===== config.mk =====
export PLATFORM = sky130hd
export DESIGN_NAME = msb_first_bit_packer
export DESIGN_NICKNAME = d
export VERILOG_FILES = /design/src/pbk_pkg.sv /design/src/pbk_shift_unit.sv /design/src/msb_first_bit_packer.sv
export SDC_FILE = /design/constraint.sdc
export NUM_CORES = 1
export LEC_CHECK = 0
export BUFFER_PORTS_ARGS = -buffer_cell sky130_fd_sc_hd__clkbuf_2
export CORE_AREA = 2 2 161 163
export DETAILED_ROUTE_END_ITERATION = 6
export DIE_AREA = 0 0 163 165
export HOLD_SLACK_MARGIN = 0.1
export PLACE_DENSITY = 0.77
export SLEW_MARGIN = 20
export SYNTH_ARGS = -nofsm -noshare
export SYNTH_HDL_FRONTEND = slang
export SYNTH_HIERARCHICAL = 1
export SYNTH_SLANG_ARGS = --single-unit

===== constraint.sdc =====
create_clock -name clk -period 3.08 [get_ports clk]
set_input_delay 0.616 -clock clk [delete_from_list [all_inputs] [get_ports clk]]
set_output_delay 0.616 -clock clk [all_outputs]
set_load 0.05 [all_outputs]

===== src/pbk_pkg.sv =====
package pbk_pkg;

  localparam int IN_TDATA_W  = 40;
  localparam int OUT_TDATA_W = 8;
  localparam int OUT_TUSER_W = 3;
  localparam int CODE_W      = 32;
  localparam int LEN_W       = 6;

  localparam logic OP_APPEND = 1'b0;
  localparam logic OP_DRAIN  = 1'b1;

  localparam logic [1:0] STATUS_OK       = 2'd0;
  localparam logic [1:0] STATUS_BAD_LEN  = 2'd1;
  localparam logic [1:0] STATUS_OVERFLOW = 2'd2;

  typedef enum logic {
    S_IDLE,
    S_DRAIN
  } pbk_state_t;

  typedef enum logic {
    SH_APPEND,
    SH_EXTRACT
  } shift_op_t;

endpackage


===== src/pbk_shift_unit.sv =====
// Shared barrel shifter: appends a masked code at the bottom, or brings
// the byte at a given offset down to bit 0.
module pbk_shift_unit #(
  parameter int ACC_BITS = 64,
  parameter int AMT_W    = 7
) (
  input  pbk_pkg::shift_op_t         op,
  input  logic [ACC_BITS-1:0]        acc,
  input  logic [AMT_W-1:0]           amount,
  input  logic [pbk_pkg::CODE_W-1:0] code,
  output logic [ACC_BITS-1:0]        result
);

  logic [ACC_BITS-1:0] code_ext;
  logic [ACC_BITS-1:0] code_mask;

  assign code_ext  = ACC_BITS'(code);
  assign code_mask = ~({ACC_BITS{1'b1}} << amount);

  always_comb begin
    unique case (op)
      pbk_pkg::SH_APPEND:  result = (acc << amount) | (code_ext & code_mask);
      pbk_pkg::SH_EXTRACT: result = acc >> amount;
      default:             result = acc;
    endcase
  end

endmodule


===== src/msb_first_bit_packer.sv =====
// MSB-first variable-length bit packer.
// Input stream (s_*): tuser is the opcode (append or drain); tdata carries
// code_value in [31:0] and code_length in [37:32]. An append shifts the low
// code_length bits into an ACC_BITS-wide accumulator and returns one status
// request; bad lengths and codes that would overfill are rejected untouched.
// A drain returns every whole byte held, oldest first, tlast on the final
// one; with under eight bits held it returns a single request with no byte.
// Output stream (m_*): tdata is the byte, tuser = {status, byte_valid}.
// Timing: an append's result is registered at the accepting edge, so it
// shows in the following cycle. A drain first enters the drain sequencer,
// then returns one byte per cycle through the shared shifter while the
// output is not stalled by the receiver.
// Input is not taken while the sequencer drains or while an output request
// sits unclaimed; a stalled receiver simply holds the block in place.
// Reset clears the accumulator, the bit count and the output valid.
module msb_first_bit_packer #(
  parameter int ACC_BITS      = 64,
  parameter int MAX_CODE_BITS = 32
) (
  input  logic                                clk,
  input  logic                                rst,
  input  logic                                s_tvalid,
  output logic                                s_tready,
  // [31:0] code_value, [37:32] code_length, [39:38] zero
  input  logic [pbk_pkg::IN_TDATA_W-1:0]      s_tdata,
  // [0] opcode
  input  logic                                s_tuser,
  output logic                                m_tvalid,
  input  logic                                m_tready,
  // [7:0] out_byte
  output logic [pbk_pkg::OUT_TDATA_W-1:0]     m_tdata,
  // [0] byte_valid, [2:1] status
  output logic [pbk_pkg::OUT_TUSER_W-1:0]     m_tuser,
  output logic                                m_tlast
);

  localparam int HW = $clog2(ACC_BITS + 1);
  localparam int LW = HW + 1;

  pbk_pkg::pbk_state_t state, state_next;
  logic [ACC_BITS-1:0] acc, acc_next;
  logic [HW-1:0]       held, held_next;

  logic                            m_tvalid_next;
  logic [pbk_pkg::OUT_TDATA_W-1:0] m_tdata_next;
  logic [pbk_pkg::OUT_TUSER_W-1:0] m_tuser_next;
  logic                            m_tlast_next;

  logic [pbk_pkg::CODE_W-1:0] code_value;
  logic [pbk_pkg::LEN_W-1:0]  code_length;
  logic                       out_free;
  logic [1:0]                 app_status;
  logic [LW-1:0]              free_bits;

  pbk_pkg::shift_op_t  sh_op;
  logic [HW-1:0]       sh_amount;
  logic [ACC_BITS-1:0] sh_result;

  assign code_value  = s_tdata[pbk_pkg::CODE_W-1:0];
  assign code_length = s_tdata[pbk_pkg::CODE_W +: pbk_pkg::LEN_W];
  assign out_free    = !m_tvalid || m_tready;
  assign s_tready    = (state == pbk_pkg::S_IDLE) && out_free;
  assign free_bits   = LW'(ACC_BITS) - LW'(held);

  always_comb begin
    if (code_length > pbk_pkg::LEN_W'(MAX_CODE_BITS)) begin
      app_status = pbk_pkg::STATUS_BAD_LEN;
    end else if (free_bits < LW'(code_length)) begin
      app_status = pbk_pkg::STATUS_OVERFLOW;
    end else begin
      app_status = pbk_pkg::STATUS_OK;
    end
  end

  // in drain the shifter brings the oldest whole byte down to bit 0
  assign sh_op     = (state == pbk_pkg::S_DRAIN) ? pbk_pkg::SH_EXTRACT : pbk_pkg::SH_APPEND;
  assign sh_amount = (state == pbk_pkg::S_DRAIN) ? (held - HW'(8)) : HW'(code_length);

  pbk_shift_unit #(
    .ACC_BITS (ACC_BITS),
    .AMT_W    (HW)
  ) u_shift (
    .op     (sh_op),
    .acc    (acc),
    .amount (sh_amount),
    .code   (code_value),
    .result (sh_result)
  );

  always_ff @(posedge clk) begin
    if (rst) begin
      state    <= pbk_pkg::S_IDLE;
      acc      <= '0;
      held     <= '0;
      m_tvalid <= 1'b0;
    end else begin
      state    <= state_next;
      acc      <= acc_next;
      held     <= held_next;
      m_tvalid <= m_tvalid_next;
    end
  end

  always_ff @(posedge clk) begin
    m_tdata <= m_tdata_next;
    m_tuser <= m_tuser_next;
    m_tlast <= m_tlast_next;
  end

  always_comb begin
    state_next    = state;
    acc_next      = acc;
    held_next     = held;
    m_tvalid_next = m_tvalid && !m_tready;
    m_tdata_next  = m_tdata;
    m_tuser_next  = m_tuser;
    m_tlast_next  = m_tlast;

    unique case (state)
      pbk_pkg::S_IDLE: begin
        if (s_tvalid && s_tready) begin
          if (s_tuser == pbk_pkg::OP_APPEND) begin
            m_tvalid_next = 1'b1;
            m_tdata_next  = '0;
            m_tuser_next  = {app_status, 1'b0};
            m_tlast_next  = 1'b1;
            if (app_status == pbk_pkg::STATUS_OK) begin
              acc_next  = sh_result;
              held_next = held + HW'(code_length);
            end
          end else if (held < HW'(8)) begin
            m_tvalid_next = 1'b1;
            m_tdata_next  = '0;
            m_tuser_next  = {pbk_pkg::STATUS_OK, 1'b0};
            m_tlast_next  = 1'b1;
          end else begin
            state_next = pbk_pkg::S_DRAIN;
          end
        end
      end
      pbk_pkg::S_DRAIN: begin
        if (out_free) begin
          m_tvalid_next = 1'b1;
          m_tdata_next  = sh_result[pbk_pkg::OUT_TDATA_W-1:0];
          m_tuser_next  = {pbk_pkg::STATUS_OK, 1'b1};
          m_tlast_next  = held < HW'(16);
          held_next     = held - HW'(8);
          if (held < HW'(16)) begin
            state_next = pbk_pkg::S_IDLE;
          end
        end
      end
      default: state_next = pbk_pkg::S_IDLE;
    endcase
  end

endmodule


# --- After elaboration in Yosys (flattened, before gate mapping) ---
# Index checks and enable logic that the tools add are counted.
word_totals:
  input_bits: 45
  ff_bits: 85
  output_inout_bits: 14
op_classes:
  n_reduce_logical: 10
  bitwise: 6
  addsub: 3
  n_eq_ne: 5
  n_shift: 3
  magnitude_cmp: 4
  mux: 36
ops:
  columns: ["op", "n"]
  rows:
  - ["64-bit case mux with 2 select lines", 1]
  - ["32-bit by 64-bit bitwise AND with 64-bit output", 1]
  - ["64-bit inverter", 1]
  - ["64-bit OR", 1]
  - ["64-bit by 7-bit left shift with 64-bit output", 1]
  - ["64-bit by 7-bit left shift with 64-bit output (first input constant)", 1]
  - ["64-bit by 7-bit right shift with 64-bit output", 1]
  - ["7-bit 2-to-1 mux", 5]
  - ["8-bit 2-to-1 mux", 4]
  - ["8-bit case mux with 2 select lines", 1]
  - ["1-bit 2-to-1 mux", 14]
  - ["7-bit case mux with 2 select lines", 1]
  - ["3-bit 2-to-1 mux", 4]
  - ["8-bit by 6-bit < comparator with 1-bit output", 1]
  - ["4-bit AND reduction", 2]
  - ["7-bit by 7-bit subtractor with 8-bit output (first input constant)", 1]
  - ["7-bit by 6-bit adder with 7-bit output", 1]
  - ["7-bit by 4-bit < comparator with 1-bit output (second input constant)", 1]
  - ["7-bit by 5-bit < comparator with 1-bit output (second input constant)", 1]
  - ["7-bit by 4-bit subtractor with 7-bit output (second input constant)", 1]
  - ["6-bit greater-than comparator (second input constant)", 1]
  - ["2-bit by 1-bit inequality test with 1-bit output (second input constant)", 3]
  - ["1-bit case mux with 2 select lines", 3]
  - ["3-bit case mux with 2 select lines", 1]
  - ["other kinds (9)", 15]

# --- Depth between registers and ports, before layout ---
logic_depth:
  depth_word: 9
  depth_mapped: 16
  ltp_nobuf: 12

# --- By module ---
# Netlist, hierarchy kept.
modules_own_cells:
  columns: ["module", "cells_each", "area_per_inst_um2", "instances"]
  rows:
  - ["pbk_shift_unit", 1197, 9344.0, 1]
  - ["msb_first_bit_packer", 371, 3872.5, 1]

# --- Worst setup path before layout ---
# No wires, ideal clock.
synth_path:
  path_type: "reg-to-reg"
  startpoint: "register state"
  endpoint: "register m_tdata[3] (netlist bit) (data pin)"
  path_slack_ps: -308
  required_ps: 2825
  stages_incl_launch_ff: 13
  period_less_slack_ps: 3388
  setup_time_ps: 255
  t_arrival_ps: 3133
  path_buffers: 5
  cell_sequence: "dfxtp_1 > clkbuf_1 > clkbuf_1 > nand2_1 > o21ai_0 > buf_2 > buf_2 > clkbuf_1 > mux4_2 > mux4_2 > a211oi_1 > o221ai_1 > and2_1"
synth_between:
  elab_chain_cells: 8
  word_cells_on_any_way: 13
  classes_between: "shift (3); mux (5); bitwise (5)"
synth_rtl:
  columns: ["element", "line", "text"]
  rows:
  - ["start: declaration", "msb_first_bit_packer.sv:40", "pbk_pkg::pbk_state_t state, state_next;"]
  - ["start signal: assignment", "msb_first_bit_packer.sv:92", "state <= pbk_pkg::S_IDLE;"]
  - ["start signal: assignment", "msb_first_bit_packer.sv:97", "state <= state_next;"]
  - ["7-bit 2-to-1 mux (*)", "msb_first_bit_packer.sv:77", "assign sh_amount = (state == pbk_pkg::S_DRAIN) ? (held - HW'(8)) : HW'(code_length);"]
  - ["via sh_amount[1]", "msb_first_bit_packer.sv:56", "logic [HW-1:0] sh_amount;"]
  - ["64-bit by 7-bit left shift with 64-bit output", "pbk_shift_unit.sv:18", "assign code_mask = ~({ACC_BITS{1'b1}} << amount);"]
  - ["64-bit inverter", "pbk_shift_unit.sv:18", null]
  - ["32-bit by 64-bit bitwise AND with 64-bit output", "pbk_shift_unit.sv:22", "pbk_pkg::SH_APPEND: result = (acc << amount) | (code_ext & code_mask);"]
  - ["64-bit OR", "pbk_shift_unit.sv:22", null]
  - ["64-bit case mux with 2 select lines (*)", "pbk_shift_unit.sv:21", "unique case (op)"]
  - ["via sh_result[3]", "msb_first_bit_packer.sv:57", "logic [ACC_BITS-1:0] sh_result;"]
  - ["8-bit 2-to-1 mux (*)", "msb_first_bit_packer.sv:142", "if (out_free) begin"]
  - ["8-bit case mux with 2 select lines (*)", "msb_first_bit_packer.sv:119", "unique case (state)"]
  - ["end signal: assignment", "msb_first_bit_packer.sv:105", "m_tdata <= m_tdata_next;"]
  - ["end: declaration", "msb_first_bit_packer.sv:31", "output logic [pbk_pkg::OUT_TDATA_W-1:0] m_tdata,"]
# The timed path passes the listed nets; every way through them passes the cells marked *. The select of a mux whose other input is x is not followed.
# A chain may end at the register's enable or synchronous reset.

# --- Worst setup path in the final report ---
layout_path:
  startpoint: "register state"
  endpoint: "register acc[24]"
layout_between:
  elab_chain_cells: 6
  word_cells_on_any_way: 14
  classes_between: "shift (3); mux (3); bitwise (5); reduce/logical (3)"
layout_rtl:
  columns: ["element", "line", "text"]
  rows:
  - ["7-bit 2-to-1 mux (*)", "msb_first_bit_packer.sv:77", null]
  - ["via sh_amount[1]", "msb_first_bit_packer.sv:56", null]
  - ["64-bit by 7-bit left shift with 64-bit output", "pbk_shift_unit.sv:18", null]
  - ["64-bit inverter", "pbk_shift_unit.sv:18", null]
  - ["32-bit by 64-bit bitwise AND with 64-bit output", "pbk_shift_unit.sv:22", null]
  - ["64-bit OR", "pbk_shift_unit.sv:22", null]
  - ["64-bit case mux with 2 select lines (*)", "pbk_shift_unit.sv:21", null]
  - ["via sh_result[24]", "msb_first_bit_packer.sv:57", null]
  - ["end signal: assignment", "msb_first_bit_packer.sv:98", "acc <= acc_next;"]
  - ["end: declaration", "msb_first_bit_packer.sv:41", "logic [ACC_BITS-1:0] acc, acc_next;"]
# The timed path passes the listed nets; every way through them passes the cells marked *.

==> impl_metrics.tcl <==
set metrics [dict create \
    required_ns 3.32 \
    synth_area_leader_cell "mux4_2" \
    synth.area.top_cells "mux4_2 (16%), mux2i_1 (15%), dfxtp_1 (11%), nor2_1 (6.3%), mux2_2 (6.1%)" \
    htreeDepth 3 \
    syn-mean-instance-area_sq_um 8.43 \
    worstHoldEndpoint "m_tvalid" \
    ys_ff_latch 85 \
    dpl_cell_area_sq_um 17200 \
    worst_pin_slew_ns 0.802 \
    r2r_slack_ns -0.34 \
    rsz0062_at_grt "yes" \
    worst_ep_arrival_time_ns 3.67 \
    wl_per_cell_um 33.9 \
    skew_ns 0.0100 \
    start_kind "flop" \
    grt_max_degree 70 \
    ys_top_cells_by_count "nor2_1 (223), mux2i_1 (202), nand2_1 (147)" \
    min_path_cells 3 \
    gp_congestion 1.17 \
    worst_hold_path_type "in -> reg" \
    die-area_sq_um 26900 \
    report.final.slew_viol_count 0 \
    diodes 0 \
    dp_slack_ns -0.483 \
    r2r_end "acc[24]" \
    yosysMostFrequentCell "nor2_1" \
    boundaryPins 59 \
    setup-violations-final 48 \
    cts_buffers 9 \
    synth_cells 1568 \
    ys_types 87 \
    ctsHoldBuffers 0 \
    path_class "reg -> reg" \
    drt_iter0_markers 3756 \
    violations "design-rule violations, negative setup slack" \
    start_util_pct 52.8 \
    synth.yosys.seq_area_share_pct 13.8 \
    yosysTopAreaCellShare_pct 15.8 \
    std_cell_rows 58 \
    drc 20 \
    layout-drive-gt1-share_pct 45.5 \
    design.core.area_sq_um 25000 \
    fin_crit_sh_pct 111 \
    peakVddDrop_mv 0.419 \
    ys_warn_count 6 \
    synth_edf_count 12 \
    fin_crit_ns 3.42 \
    portBuffers 56 \
    syn_area_sq_um 13200 \
    grt_use_total_pct 54.6 \
    fin_ws_ns -0.341 \
    hold_viol_final 0 \
    overflow 0 \
    synth_ff_type "dfxtp_1" \
    p_leak_nw 7.76 \
    die_x_um 163 \
    drtAntennaViolNets 0 \
    clockRootBuffer "clkbuf_16" \
    vias 17700 \
    fin_cells 2355 \
    relSlewSlack_pct 46.3 \
    die_h_um 165 \
    vias_per_cell 7.50 \
    grt_pass1_vias 15600 \
    critPathMaxFanout 6 \
    drt-total-wl_um 79800 \
    max_freq_ghz 0.292 \
    end_kind "flop" \
    clk_latency_ns 0.37 \
    reg2reg_depth 14 \
    cts_tree "built" \
    antenna_found_initial 4 \
    firstDrtPassIters 7 \
    path_clk_slew_ns 0.08 \
    grt_pass1_wl_um 105000 \
    final_cell_area_sq_um 19000 \
    cts_buffer_depth 2 \
    synthToLayoutAreaGrowth_pct 43.4 \
    min_from "s_tvalid" \
    maxCapViolCount 0 \
    syn_nets 1629 \
    async_reset_ff_share_pct 0 \
    cts.sinks 85 \
    holdWs_ns 0.536 \
    dp.cells 2291 \
    status "complete, but fails checks" \
    rr_startpoint "state" \
    p_per_area_nw_per_um2 451 \
    dp_hpwl_um 58400 \
    finalNetCount 2081 \
]
[kinds of logic (layout without fill, tap and decap cells)]
logic type / Yosys count / count (layout) / share of synthesized area (%)
AND/OR/NAND/NOR: 505 / 505 / 16.7
AO/OA/AOI/OAI: 406 / 406 / 21.1
multiplexers: 380 / 382 / 39.4
buffers and inverters: 167 / 622 / 6.76
flip-flops: 85 / 85 / 13.8
adder cells (fa/ha/maj): 16 / 16 / 1.57
XOR/XNOR: 9 / 9 / 0.596
[metal layers]
layer	GRT usage [%]	up-vias	routed length (um)	part of all wire, %
li1	-	6945	-	-
met1	71.9	8198	27700	35
met2	76.7	1938	30600	38
met3	24.1	582	14700	18
met4	24.9	10	6620	8.3
met5	0	-	142	0.18
[area by class of cell]
type | instances | area, sq um
multi-input combinational | 1318 | 11300
fill | 1742 | 6080
timing repair buffer | 583 | 4990
sequential | 85 | 1830
tap | 330 | 413
clock buffer | 12 | 268
inverter | 23 | 88.8
clock inverter | 4 | 30.0
[flip-flops by register name, summed over array words and instances (netlist names)]
| register | flops |
|---|---|
| m_tdata | 8 |
| acc | 64 |
| held | 7 |
| m_tlast | 1 |
| m_tuser | 3 |
| m_tvalid | 1 |
| state | 1 |
[what timing repair did]
action / 4_1_cts / 5_1_grt
setup buffers: 9 / 34
setup endpoints to repair: 30 / 68
gates resized for setup: 42 / 189
cloned: 2 / 7
pin swaps: 7 / 51
[worst max-delay path, stage by stage, from the launching register on]
cell	delay, ns
dfxtp_4	0.39
buf_8	0.15
o21ai_4	0.18
buf_12	0.14
buf_12	0.12
clkbuf_16	0.16
buf_4	0.14
mux4_2	0.34
buf_4	0.19
nor2_1	0.13
nor2_1	0.18
a32oi_1	0.49
o211ai_1	0.31
mux2i_1	0.28
nor2_1	0.08
[per-stage QoR]
step	total power [mW]	util, %	setup TNS [ns]
4_1_cts	7.63	70.9	-0.130
6_report	8.55	75.7	-5.03
5_1_grt	8.60	75.7	-4.73
2_1_floorplan	4.03	-	-0.0107
3_3_place_gp	6.25	68.6	-14.57
3_5_place_dp	6.34	68.6	-18.39
[report_power, final]
part	switching [mW]	internal, mW
Clock	0.577	0.625
Combinational	3.43	2.52
Sequential	0.164	1.24
[placed cells by master (no fill, tap or decap), types with 28 or more instances in the layout]
master	instances
o21ai_0	63
nand2_1	144
o211ai_1	36
buf_12	39
mux2_2	57
clkbuf_2	56
buf_6	30
a21oi_1	62
mux4_2	96
dfxtp_1	69
buf_4	446
nand3_1	28
mux2i_1	183
nor2_1	212
[worst max-delay path by stage]
stage | from | to | slack (ns) | cells after the start
global placement | s_tdata[32] | acc[19] | -0.48 | 13
CTS | state | acc[39] | -0.05 | 11
global route | state | acc[20] | -0.26 | 13
detailed placement | s_tdata[32] | acc[19] | -0.48 | 13
floorplan | state | m_tdata[3] | -0.01 | 12
finish | state | acc[24] | -0.34 | 14
(Power assumes the default switching activity.)
